<file path="src/rtl/bmcd_pkg.sv">
`default_nettype none
package bmcd_pkg;

	localparam int TicksW = 16;

	// input item and result item
	typedef struct packed {
		logic kind;
		logic pressed;
	} in_t;

	typedef struct packed {
		logic [2:0] event_code;
		logic       last;
	} out_t;

	// events produced by one tick, in order
	typedef struct packed {
		logic [1:0] num;
		logic [2:0] code0;
		logic [2:0] code1;
	} ev_pair_t;

	localparam logic KIND_TICK  = 1'b0;
	localparam logic KIND_RESET = 1'b1;

	localparam logic [2:0] ST_IDLE     = 3'd0;
	localparam logic [2:0] ST_PRESSED1 = 3'd1;
	localparam logic [2:0] ST_PAUSE1   = 3'd2;
	localparam logic [2:0] ST_PRESSED2 = 3'd3;
	localparam logic [2:0] ST_PAUSE2   = 3'd4;
	localparam logic [2:0] ST_PRESSED3 = 3'd5;
	localparam logic [2:0] ST_LONG     = 3'd6;

	localparam logic [2:0] EV_SINGLE   = 3'd0;
	localparam logic [2:0] EV_DOUBLE   = 3'd1;
	localparam logic [2:0] EV_TRIPLE   = 3'd2;
	localparam logic [2:0] EV_PRESSED  = 3'd3;
	localparam logic [2:0] EV_RELEASED = 3'd4;
	localparam logic [2:0] EV_TRIGGER  = 3'd5;
	localparam logic [2:0] EV_ON       = 3'd6;
	localparam logic [2:0] EV_OFF      = 3'd7;

	localparam logic [2:0] MODE_FRONT  = 3'd0;
	localparam logic [2:0] MODE_SINGLE = 3'd1;
	localparam logic [2:0] MODE_DOUBLE = 3'd2;
	localparam logic [2:0] MODE_TRIPLE = 3'd3;
	localparam logic [2:0] MODE_LONG   = 3'd4;

	localparam logic [1:0] TYPE_TOGGLE    = 2'd0;
	localparam logic [1:0] TYPE_MOMENTARY = 2'd1;
	localparam logic [1:0] TYPE_MULTI     = 2'd2;

	localparam logic [1:0] REG_SWITCH_TYPE = 2'd0;
	localparam logic [1:0] REG_SWITCH_MODE = 2'd1;
	localparam logic [1:0] REG_MAX_PAUSE   = 2'd2;
	localparam logic [1:0] REG_LONG_PRESS  = 2'd3;

	localparam logic [TicksW-1:0] SETTLE_TICKS    = 16'd2;
	localparam logic [TicksW-1:0] TICKS_MAX       = 16'hFFFF;
	localparam logic [TicksW-1:0] MAX_PAUSE_RST   = 16'd30;
	localparam logic [TicksW-1:0] LONG_PRESS_RST  = 16'd100;

	localparam int QDepth = 4;
	localparam int QPtrW  = $clog2(QDepth);

endpackage
`default_nettype wire

</file>
<file path="src/rtl/button_multi_click_detector.sv">
`default_nettype none
// An accepted item is registered in the input stage, evaluated by the core, and its events are
// written into the event queue, which presents them on the output.
// Throughput: one item per cycle while the queue has room; two events give two output items.
// The four-entry event queue sets the stall point: input stalls when fewer than two are free.
// Reset: asynchronous, active low; config registers return to their defaults, state to idle.
module button_multi_click_detector import bmcd_pkg::*; (
	input  wire logic              clk,
	input  wire logic              arst_n,
	input  wire logic              in_valid,
	output logic                   in_ready,
	input  wire in_t               in_data,
	output logic                   out_valid,
	input  wire logic              out_ready,
	output out_t                   out_data,
	input  wire logic              cfg_we,
	input  wire logic [1:0]        cfg_index,
	input  wire logic [TicksW-1:0] cfg_data
);

	logic     valid_s1;
	in_t      item_s1;
	logic     room;
	logic     step;
	ev_pair_t events;

	assign step     = valid_s1 && room;
	assign in_ready = !valid_s1 || step;

	always_ff @(posedge clk or negedge arst_n) begin
		if (!arst_n) begin
			valid_s1 <= 1'b0;
		end else if (in_ready) begin
			valid_s1 <= in_valid;
		end
	end

	always_ff @(posedge clk) begin
		if (in_valid && in_ready) begin
			item_s1 <= in_data;
		end
	end

	bmcd_core u_core (
		.clk       (clk),
		.arst_n    (arst_n),
		.step      (step),
		.item      (item_s1),
		.cfg_we    (cfg_we),
		.cfg_index (cfg_index),
		.cfg_data  (cfg_data),
		.events    (events)
	);

	bmcd_evq u_evq (
		.clk       (clk),
		.arst_n    (arst_n),
		.events    (events),
		.room      (room),
		.out_valid (out_valid),
		.out_ready (out_ready),
		.out_data  (out_data)
	);

endmodule
`default_nettype wire

</file>
<file path="src/rtl/bmcd_core.sv">
`default_nettype none
module bmcd_core import bmcd_pkg::*; (
	input  wire logic              clk,
	input  wire logic              arst_n,
	input  wire logic              step,
	input  wire in_t               item,
	input  wire logic              cfg_we,
	input  wire logic [1:0]        cfg_index,
	input  wire logic [TicksW-1:0] cfg_data,
	output ev_pair_t               events
);

	logic [1:0]        switch_type_q;
	logic [2:0]        switch_mode_q;
	logic [TicksW-1:0] max_pause_q;
	logic [TicksW-1:0] long_press_q;
	logic [2:0]        state_q;
	logic [TicksW-1:0] ticks_q;

	logic [TicksW-1:0] ticks_inc;
	logic [2:0]        state_d;
	logic              change;
	logic              p;

	assign p         = item.pressed;
	assign ticks_inc = (ticks_q == TICKS_MAX) ? ticks_q : ticks_q + TicksW'(1);

	always_comb begin
		state_d      = state_q;
		change       = 1'b0;
		events.num   = 2'd0;
		events.code0 = EV_SINGLE;
		events.code1 = EV_TRIGGER;
		if (item.kind == KIND_TICK && ticks_inc >= SETTLE_TICKS) begin
			case (switch_type_q)
				TYPE_TOGGLE: begin
					if (state_q == ST_IDLE) begin
						if (p) begin
							state_d      = ST_PRESSED1;
							change       = 1'b1;
							events.code0 = EV_SINGLE;
							events.code1 = EV_TRIGGER;
							events.num   = (switch_mode_q == MODE_FRONT) ? 2'd2 : 2'd1;
						end
					end else if (state_q == ST_PRESSED1) begin
						if (!p) begin
							state_d = ST_IDLE;
							change  = 1'b1;
						end
					end else begin
						state_d = ST_IDLE;
						change  = 1'b1;
					end
				end
				TYPE_MOMENTARY: begin
					if (state_q == ST_IDLE) begin
						if (p) begin
							state_d      = ST_PRESSED1;
							change       = 1'b1;
							events.code0 = EV_PRESSED;
							events.code1 = EV_ON;
							events.num   = (switch_mode_q == MODE_FRONT) ? 2'd2 : 2'd1;
						end
					end else if (state_q == ST_PRESSED1) begin
						if (!p) begin
							state_d      = ST_IDLE;
							change       = 1'b1;
							events.code0 = EV_RELEASED;
							events.code1 = EV_OFF;
							events.num   = (switch_mode_q == MODE_FRONT) ? 2'd2 : 2'd1;
						end
					end else begin
						state_d = ST_IDLE;
						change  = 1'b1;
					end
				end
				TYPE_MULTI: begin
					case (state_q)
						ST_IDLE: begin
							if (p) begin
								state_d      = ST_PRESSED1;
								change       = 1'b1;
								events.code0 = EV_TRIGGER;
								events.num   = (switch_mode_q == MODE_FRONT) ? 2'd1 : 2'd0;
							end
						end
						ST_PRESSED1: begin
							if (p && ticks_inc > long_press_q) begin
								state_d      = ST_LONG;
								change       = 1'b1;
								events.code0 = EV_PRESSED;
								events.code1 = EV_TRIGGER;
								events.num   = (switch_mode_q == MODE_LONG) ? 2'd2 : 2'd1;
							end else if (!p) begin
								state_d = ST_PAUSE1;
								change  = 1'b1;
							end
						end
						ST_PAUSE1: begin
							if (!p && ticks_inc > max_pause_q) begin
								state_d      = ST_IDLE;
								change       = 1'b1;
								events.code0 = EV_SINGLE;
								events.code1 = EV_TRIGGER;
								events.num   = (switch_mode_q == MODE_SINGLE) ? 2'd2 : 2'd1;
							end else if (p) begin
								state_d = ST_PRESSED2;
								change  = 1'b1;
							end
						end
						ST_PRESSED2: begin
							if (!p) begin
								state_d = ST_PAUSE2;
								change  = 1'b1;
							end
						end
						ST_PAUSE2: begin
							if (!p && ticks_inc > max_pause_q) begin
								state_d      = ST_IDLE;
								change       = 1'b1;
								events.code0 = EV_DOUBLE;
								events.code1 = EV_TRIGGER;
								events.num   = (switch_mode_q == MODE_DOUBLE) ? 2'd2 : 2'd1;
							end else if (p) begin
								state_d = ST_PRESSED3;
								change  = 1'b1;
							end
						end
						ST_PRESSED3: begin
							if (!p) begin
								state_d = ST_IDLE;
								change  = 1'b1;
								// trigger goes ahead of the triple event
								if (switch_mode_q == MODE_TRIPLE) begin
									events.code0 = EV_TRIGGER;
									events.code1 = EV_TRIPLE;
									events.num   = 2'd2;
								end else begin
									events.code0 = EV_TRIPLE;
									events.num   = 2'd1;
								end
							end
						end
						ST_LONG: begin
							if (!p) begin
								state_d      = ST_IDLE;
								change       = 1'b1;
								events.code0 = EV_RELEASED;
								events.num   = 2'd1;
							end
						end
						default: begin
							state_d = state_q;
						end
					endcase
				end
				default: begin
					state_d = state_q;
				end
			endcase
		end
		if (!step) begin
			events.num = 2'd0;
		end
	end

	always_ff @(posedge clk or negedge arst_n) begin
		if (!arst_n) begin
			switch_type_q <= TYPE_TOGGLE;
			switch_mode_q <= MODE_FRONT;
			max_pause_q   <= MAX_PAUSE_RST;
			long_press_q  <= LONG_PRESS_RST;
			state_q       <= ST_IDLE;
			ticks_q       <= '0;
		end else if (cfg_we) begin
			case (cfg_index)
				REG_SWITCH_TYPE: switch_type_q <= cfg_data[1:0];
				REG_SWITCH_MODE: switch_mode_q <= cfg_data[2:0];
				REG_MAX_PAUSE:   max_pause_q   <= cfg_data;
				REG_LONG_PRESS:  long_press_q  <= cfg_data;
				default:         switch_type_q <= switch_type_q;
			endcase
			state_q <= ST_IDLE;
			ticks_q <= '0;
		end else if (step) begin
			if (item.kind == KIND_RESET) begin
				state_q <= ST_IDLE;
				ticks_q <= '0;
			end else begin
				state_q <= state_d;
				ticks_q <= change ? '0 : ticks_inc;
			end
		end
	end

endmodule
`default_nettype wire

</file>
<file path="src/rtl/bmcd_evq.sv">
`default_nettype none
module bmcd_evq import bmcd_pkg::*; (
	input  wire logic     clk,
	input  wire logic     arst_n,
	input  wire ev_pair_t events,
	output logic          room,
	output logic          out_valid,
	input  wire logic     out_ready,
	output out_t          out_data
);

	out_t              mem_q [QDepth];
	logic [QPtrW-1:0]  head_q;
	logic [QPtrW-1:0]  tail_q;
	logic [QPtrW:0]    count_q;
	logic              pop;
	out_t              ent0;
	out_t              ent1;

	assign room      = count_q <= (QPtrW+1)'(QDepth - 2);
	assign out_valid = count_q != '0;
	assign out_data  = mem_q[head_q];
	assign pop       = out_valid && out_ready;

	assign ent0.event_code = events.code0;
	assign ent0.last       = events.num == 2'd1;
	assign ent1.event_code = events.code1;
	assign ent1.last       = 1'b1;

	always_ff @(posedge clk) begin
		if (events.num != 2'd0) begin
			mem_q[tail_q] <= ent0;
		end
		if (events.num == 2'd2) begin
			mem_q[tail_q + QPtrW'(1)] <= ent1;
		end
	end

	always_ff @(posedge clk or negedge arst_n) begin
		if (!arst_n) begin
			head_q  <= '0;
			tail_q  <= '0;
			count_q <= '0;
		end else begin
			if (pop) begin
				head_q <= head_q + QPtrW'(1);
			end
			tail_q  <= tail_q + QPtrW'(events.num);
			count_q <= count_q + (QPtrW+1)'(events.num) - (QPtrW+1)'(pop);
		end
	end

endmodule
`default_nettype wire

</file>
<file path="config.mk">
export PLATFORM = sky130hd
export DESIGN_NAME = button_multi_click_detector
export DESIGN_NICKNAME = d
export VERILOG_FILES = /design/src/rtl/bmcd_pkg.sv /design/src/rtl/button_multi_click_detector.sv /design/src/rtl/bmcd_core.sv /design/src/rtl/bmcd_evq.sv
export SDC_FILE = /design/constraint.sdc
export NUM_CORES = 1
export LEC_CHECK = 0
export BUFFER_PORTS_ARGS = -buffer_cell sky130_fd_sc_hd__buf_2
export CAP_MARGIN = 20
export CORE_MARGIN = 5
export CORE_UTILIZATION = 40
export CTS_BUF_LIST = sky130_fd_sc_hd__clkbuf_8
export CTS_CLUSTER_DIAMETER = 150
export DETAILED_ROUTE_END_ITERATION = 16
export HOLD_SLACK_MARGIN = 0.1
export PLACE_DENSITY = 0.64
export SLEW_MARGIN = 15
export SYNTH_ARGS = -nofsm -noshare
export SYNTH_HDL_FRONTEND = slang
export SYNTH_SLANG_ARGS = --single-unit
</file>
<file path="constraint.sdc">
create_clock -name clk -period 7.78 [get_ports clk]
set_clock_uncertainty 0.1 [all_clocks]
set_input_delay 1.167 -clock clk [delete_from_list [all_inputs] [get_ports clk]]
set_output_delay 1.167 -clock clk [all_outputs]
set_load 0.05 [all_outputs]
</file>
Word level (Yosys, flattened, before mapping):

Memory sizes are Yosys's and may differ from the RTL's.
Index checks and enable logic that the tools add are counted.
W data, S select, Z words.

* register bits: 66
* RAM bits: 16
* bits of input ports: 25
* output and inout bits: 6
* word-level logic and storage cells: 133
* memories: 1

Memories
* u_evq.mem_q: words 4, bits a word 4, read ports 1, clocked after Yosys merged registers in 0, wr ports 2, RTL line bmcd_evq.sv:12 `out_t mem_q [QDepth];`

* add/subtract/negate cells: 6
* magnitude comparators: 4
* eq/ne operators: 23
* mux-type cells: 59
* bitwise logic cells: 1
* reductions and logical operators: 27

Operators by type and width (count)
* $mux W8: 11
* $mux W16: 5
* $mux W3: 16
* $gt A16 B16 Y1: 2
* $pmux W5 S6: 1
* $pmux W8 S3: 1
* $pmux W3 S6: 1
* $add A16 B1 Y16 const B: 1
* $eq A16 B16 Y1 const B: 1
* $ge A16 B2 Y1 const B: 1
* $eq A3 B2 Y1 const B: 4
* $eq A3 B3 Y1 const B: 4
* $mux W1: 12
* $ne A6 B5 Y1 const B: 2
* $pmux W3 S4: 1
* $mux W2: 5
* $mux W5: 2
* $ne A9 B7 Y1 const B: 1
* $eq A2 B2 Y1 const B: 4
* $reduce_and A2 Y1: 4
* $reduce_and A8 Y1: 1
* $eq A2 B1 Y1 const B: 3
* $eq A3 B1 Y1 const B: 2
* $logic_and A1 B1 Y1: 6
* 21 further kinds: 29

Longest topological paths before layout:

* depth in word-level cells: 12
* mapped depth: 21

Cells and area by module:

A second synthesis with hierarchy kept.

* cell total of the unflattened synthesis: 573
* area, all modules: 5571.6 sq um

By module, submodules not included
* bmcd_core: instances 1, cells each 462, area each 4227.8 sq um, sequential area each 1410.1 sq um
* bmcd_evq: instances 1, cells each 104, area each 1223.7 sq um, sequential area each 615.6 sq um
* button_multi_click_detector: instances 1, cells each 7, area each 120.1 sq um, sequential area each 85.1 sq um

Worst setup path before layout:

Ideal clock, no wire load.

* path kind: register to register
* start point: register u_core.ticks_q[0]
* end point: register u_evq.count_q[2]
* setup time: 123 ps
* arrival time: 4442 ps
* required time: 7557 ps
* slack: 3115 ps
* cell stages (with the launch flop): 22
* buffers on the path: 2
* clock period less this slack: 4665 ps
* path through: dfrtp_1 > ha_1 > and3_1 > clkbuf_1 > nand3_1 > nand3_1 > nor2_1 > xor2_1 > ha_1 > a21o_1 > a21oi_1 > o21ai_0 > nor4_1 > nor2_1 > a211oi_1 > clkbuf_1 > nor2_4 > inv_1 > ha_1 > fa_1 > xor2_1 > xnor2_1

* word-level cells in the longest chain between the ends: 11
* elaborated cells on any way between the ends: 18
* classes of those cells: add/sub (3); order compare (3); eq/ne (1); mux (8); reduce/logical (3)

RTL lines
* start: declaration: RTL line bmcd_core.sv:18 `logic [TicksW-1:0] ticks_q;`
* start signal: assignment: RTL line bmcd_core.sv:191 `ticks_q <= change ? '0 : ticks_inc;`
* $add A16 B1 Y16 or $eq A16 B16 Y1 (tied branches): RTL line bmcd_core.sv:26 `assign ticks_inc = (ticks_q == TICKS_MAX) ? ticks_q : ticks_q + TicksW'(1);`
* $mux W16 (*): RTL line bmcd_core.sv:26
* $gt A16 B16 Y1 (on tied branches): RTL line bmcd_core.sv:100, bmcd_core.sv:118, bmcd_core.sv:88
* $logic_and A1 B1 Y1 (on tied branches): RTL line bmcd_core.sv:100, bmcd_core.sv:118, bmcd_core.sv:88
* $mux W8 (on tied branches): RTL line bmcd_core.sv:118, bmcd_core.sv:88, bmcd_core.sv:100
* $pmux W5 S6: RTL line bmcd_core.sv:78 `case (state_q)`
* $pmux W8 S3: RTL line bmcd_core.sv:35 `case (switch_type_q)`
* $mux W8 (*): RTL line bmcd_core.sv:34 `if (item.kind == KIND_TICK && ticks_inc >= SETTLE_TICKS) begin`
* $mux W2 (*): RTL line bmcd_core.sv:162 `if (!step) begin`
* $add A3 B2 Y3 (*): RTL line bmcd_evq.sv:49 `count_q <= count_q + (QPtrW+1)'(events.num) - (QPtrW+1)'(pop);`
* $sub A3 B1 Y3 (*): RTL line bmcd_evq.sv:49
* end signal: assignment: RTL line bmcd_evq.sv:49
* end: declaration: RTL line bmcd_evq.sv:15 `logic [QPtrW:0] count_q;`

Mark *: on every way between the ends. The rest lies on a longest branch, timed or not.
A chain may end at the register's enable or synchronous reset.

Worst setup path in the final report:

* start point: register u_core.ticks_q[4]
* end point: register u_evq.count_q[2]

The elaborated chain is that of the path after synthesis.

==> impl_metrics.ini <==
[outcome]
status = finished clean

[die]
ios = 31
die_w_um = 129
initial_core_util_pct = 40.9
core_sq_mm = 0.0139
die-height_um = 129
rows = 43
dieArea_sq_mm = 0.0167

[cts]
ctsLongestPathBuffers = 2
cts_resized = 0
cts_tree = done
numCtsBuffers = 9
cts_setup_buffers = 0
h-tree-depth = 3
cts.hold.buffers_added = 0
cts.sinks = 82
insertion_delay_ns = 0.37
clk_pin_slew_worst_paths_ns = 0.08
cts-root-buf = clkbuf_8

[sta]
max_freq_mhz = 193
tns_ns = 0
rsz0062_at_grt = false
hold_viol = 0
min_period_ns = 5.19
worst_slew_pin_slew_ns = 0.930
relSlewSlack_pct = 38.0
timing.final.max_slew_violations = 0
setup_viol = 0
fin_crit_sh_pct = 66.7
layout_setup_ws_ns = 2.59

[power]
sequentialPowerShare_pct = 43.6
p_int_mw = 0.833
switching_share_pct = 37.5
p_leak_nw = 2.66
switchingPower_mw = 0.501
clkPwrFrac_pct = 23.3
irDropWorstVdd_mv = 0.144
power-per-cell-area_mw_per_mm2 = 219
p_total_mw = 1.33
p_comb_share_pct = 33.1

[routing]
drt_iter0_markers = 412
wire_per_inst_um = 15.8
route.detailed.drc = 0
first_pass_iters = 5
ant_nets = 0
vias = 4469
wl_um = 12400
viasPerCell = 5.69

[global_route]
grt_max_degree = 65
overflow = 0
grt_pass1_vias = 4342
grt_antenna_before_repair = 0
grt_first_pass_wirelength_um = 21400
grt_usage_pct = 15.9

[synth]
synthDistinctLibCells = 75
synth_flop_cell = dfrtp_1
synth.area.top_cells = dfrtp_1 (25%), ha_1 (8.1%), mux2_2 (7.7%)
yosysTopAreaCell = dfrtp_1
syn_avg_cell_area_sq_um = 9.60
synth_fp_nets = 655
synth_edf_count = 14
yosys.area.top_type_share_pct = 25.1
syn_area_sq_mm = 0.00568
seq_area_frac_synth_pct = 37.2
async_flop_share_pct = 78.0
ys_ff_latch = 82
ys_warn_count = 0
syn-instance-count = 592

[placed_design]
place_ws_ns = 2.58
dp_hpwl_um = 9340
post-place-cells = 769
gp_congestion = 0.930
portBuffers = 30

[setup_path]
crit_path_end_kind = flip-flop
critical_path_class = reg2reg
cp.required_ns = 7.93
startpoint_type = flip-flop
crit_fanout = 12
worstPathArrival_ns = 5.35

[final_layout]
drive_above_1_share_pct = 19.0
syn_to_final_growth_pct = 6.96
diodes = 0
nets = 663
final_cell_mix = dfrtp_1 (57), inv_1 (50), nor2_1 (48)
final_common_cell = dfrtp_1
final_cells = 785
fillers = 1382

[hold_path]
hold_class = reg2reg

[flow_run]
cap_violations = 0
cells by family (layout without fill, tap and decap cells):
kind of cell / Yosys count / count (layout) / share of synthesized area, %
buf+inv: 84 / 97 / 6.54
simple gates: 187 / 187 / 17.4
fa+ha+maj: 39 / 39 / 8.68
compound gates: 135 / 135 / 17.5
flops: 82 / 82 / 37.2
mux: 45 / 45 / 9.67
xor+xnor: 20 / 20 / 3.08
worst paths after layout:
check,from,endpoint,slack (ns),cells past startpoint
worst max-delay path,u_core.ticks_q[4],u_evq.count_q[2],2.59,19
worst min-delay path,u_evq.mem_q[3][0],u_evq.mem_q[3][0],0.39,2
worst max register to register,u_core.ticks_q[4],u_evq.count_q[2],2.59,19
worst min register to register,u_evq.mem_q[3][0],u_evq.mem_q[3][0],0.39,2
max in group asynchronous,arst_n,u_evq.head_q[1],6.18,2
min in group asynchronous,arst_n,u_core.max_pause_q[9],0.88,2
power by group through the flow:
stage | Clock [mW] | Sequential [mW] | Combinational, mW
final | 0.311 | 0.582 | 0.441
after global routing | 0.344 | 0.595 | 0.493
after CTS | 0.320 | 0.582 | 0.444
after detailed placement | 0 | 0.591 | 0.441
after global placement | 0 | 0.587 | 0.433
after floorplan | 0 | 0.544 | 0.380
cells in the mapped netlist (all sizes together) (6+ instances only):
master,number
a22o,13
o22ai,12
xnor2,13
o21ai,17
a21o,7
a31oi,10
nand4,9
or2,6
edfxtp,14
clkbuf,17
dfrtp,57
nand2,34
nand3,21
mux2,39
nor2b,9
and2,8
a21oi,32
buf,18
ha,37
nor2,50
xor2,7
dfstp,7
and4,10
and3,9
inv,49
nor3,8
per-layer routing:
| layer | vias to the layer above | routed length (um) | global-route usage, % |
|---|---|---|---|
| met5 | - | 0 | 0 |
| li1 | 2185 | - | - |
| met3 | 24 | 565 | 2.80 |
| met2 | 136 | 5650 | 24.9 |
| met4 | 0 | 248 | 5.81 |
| met1 | 2124 | 5940 | 22.1 |
flip-flops by register name, indices dropped and copies added, names as in the netlist, 2 cells and up:
signal / flops
u_core.state_q: 3
u_evq.count_q: 3
u_core.switch_type_q: 2
u_core.switch_mode_q: 3
u_core.ticks_q: 16
u_core.long_press_q: 16
item_s1: 2
u_core.max_pause_q: 16
u_evq.tail_q: 2
u_evq.mem_q: 16
u_evq.head_q: 2
area by class of cell:
cell class                      instances  area, sq um  share of cell area (%)
Multi-Input combinational cell        426         3200                    52.6
Clock buffer                            9          124                    2.04
Inverter                               49          184                    3.03
Timing Repair Buffer                   32          165                    2.72
Sequential cell                        82         2110                    34.7
Tap cell                              180          225                    3.71
Clock inverter                          7         68.8                    1.13
through the flow:
stage | area (sq um) | util, % | hold slack [ns]
2_1_floorplan | 5680 | - | 0.342
3_3_place_gp | 5880 | 42.4 | 0.376
3_5_place_dp | 5880 | 42.4 | 0.376
4_1_cts | 6080 | 43.8 | 0.390
5_1_grt | 6080 | 43.8 | 0.411
6_report | 6080 | 43.8 | 0.386
worst max-delay path, cell delays in order, from the launching register on:
cell and delay [ns]:
dfrtp_1 0.53, and4_1 0.45, nand3_1 0.22, nor2_1 0.18, nor2_1 0.06, a31oi_1 0.34, ha_1 0.32, and4_1 0.25
a21oi_1 0.13, o21ai_0 0.11, nor4_1 0.55, nor2_1 0.25, a211oi_1 0.30, buf_4 0.24, nor2_4 0.06, inv_1 0.06
ha_1 0.23, fa_1 0.43, xor2_1 0.16, xnor2_1 0.12
No activity file was read; power rests on OpenSTA's default activity.
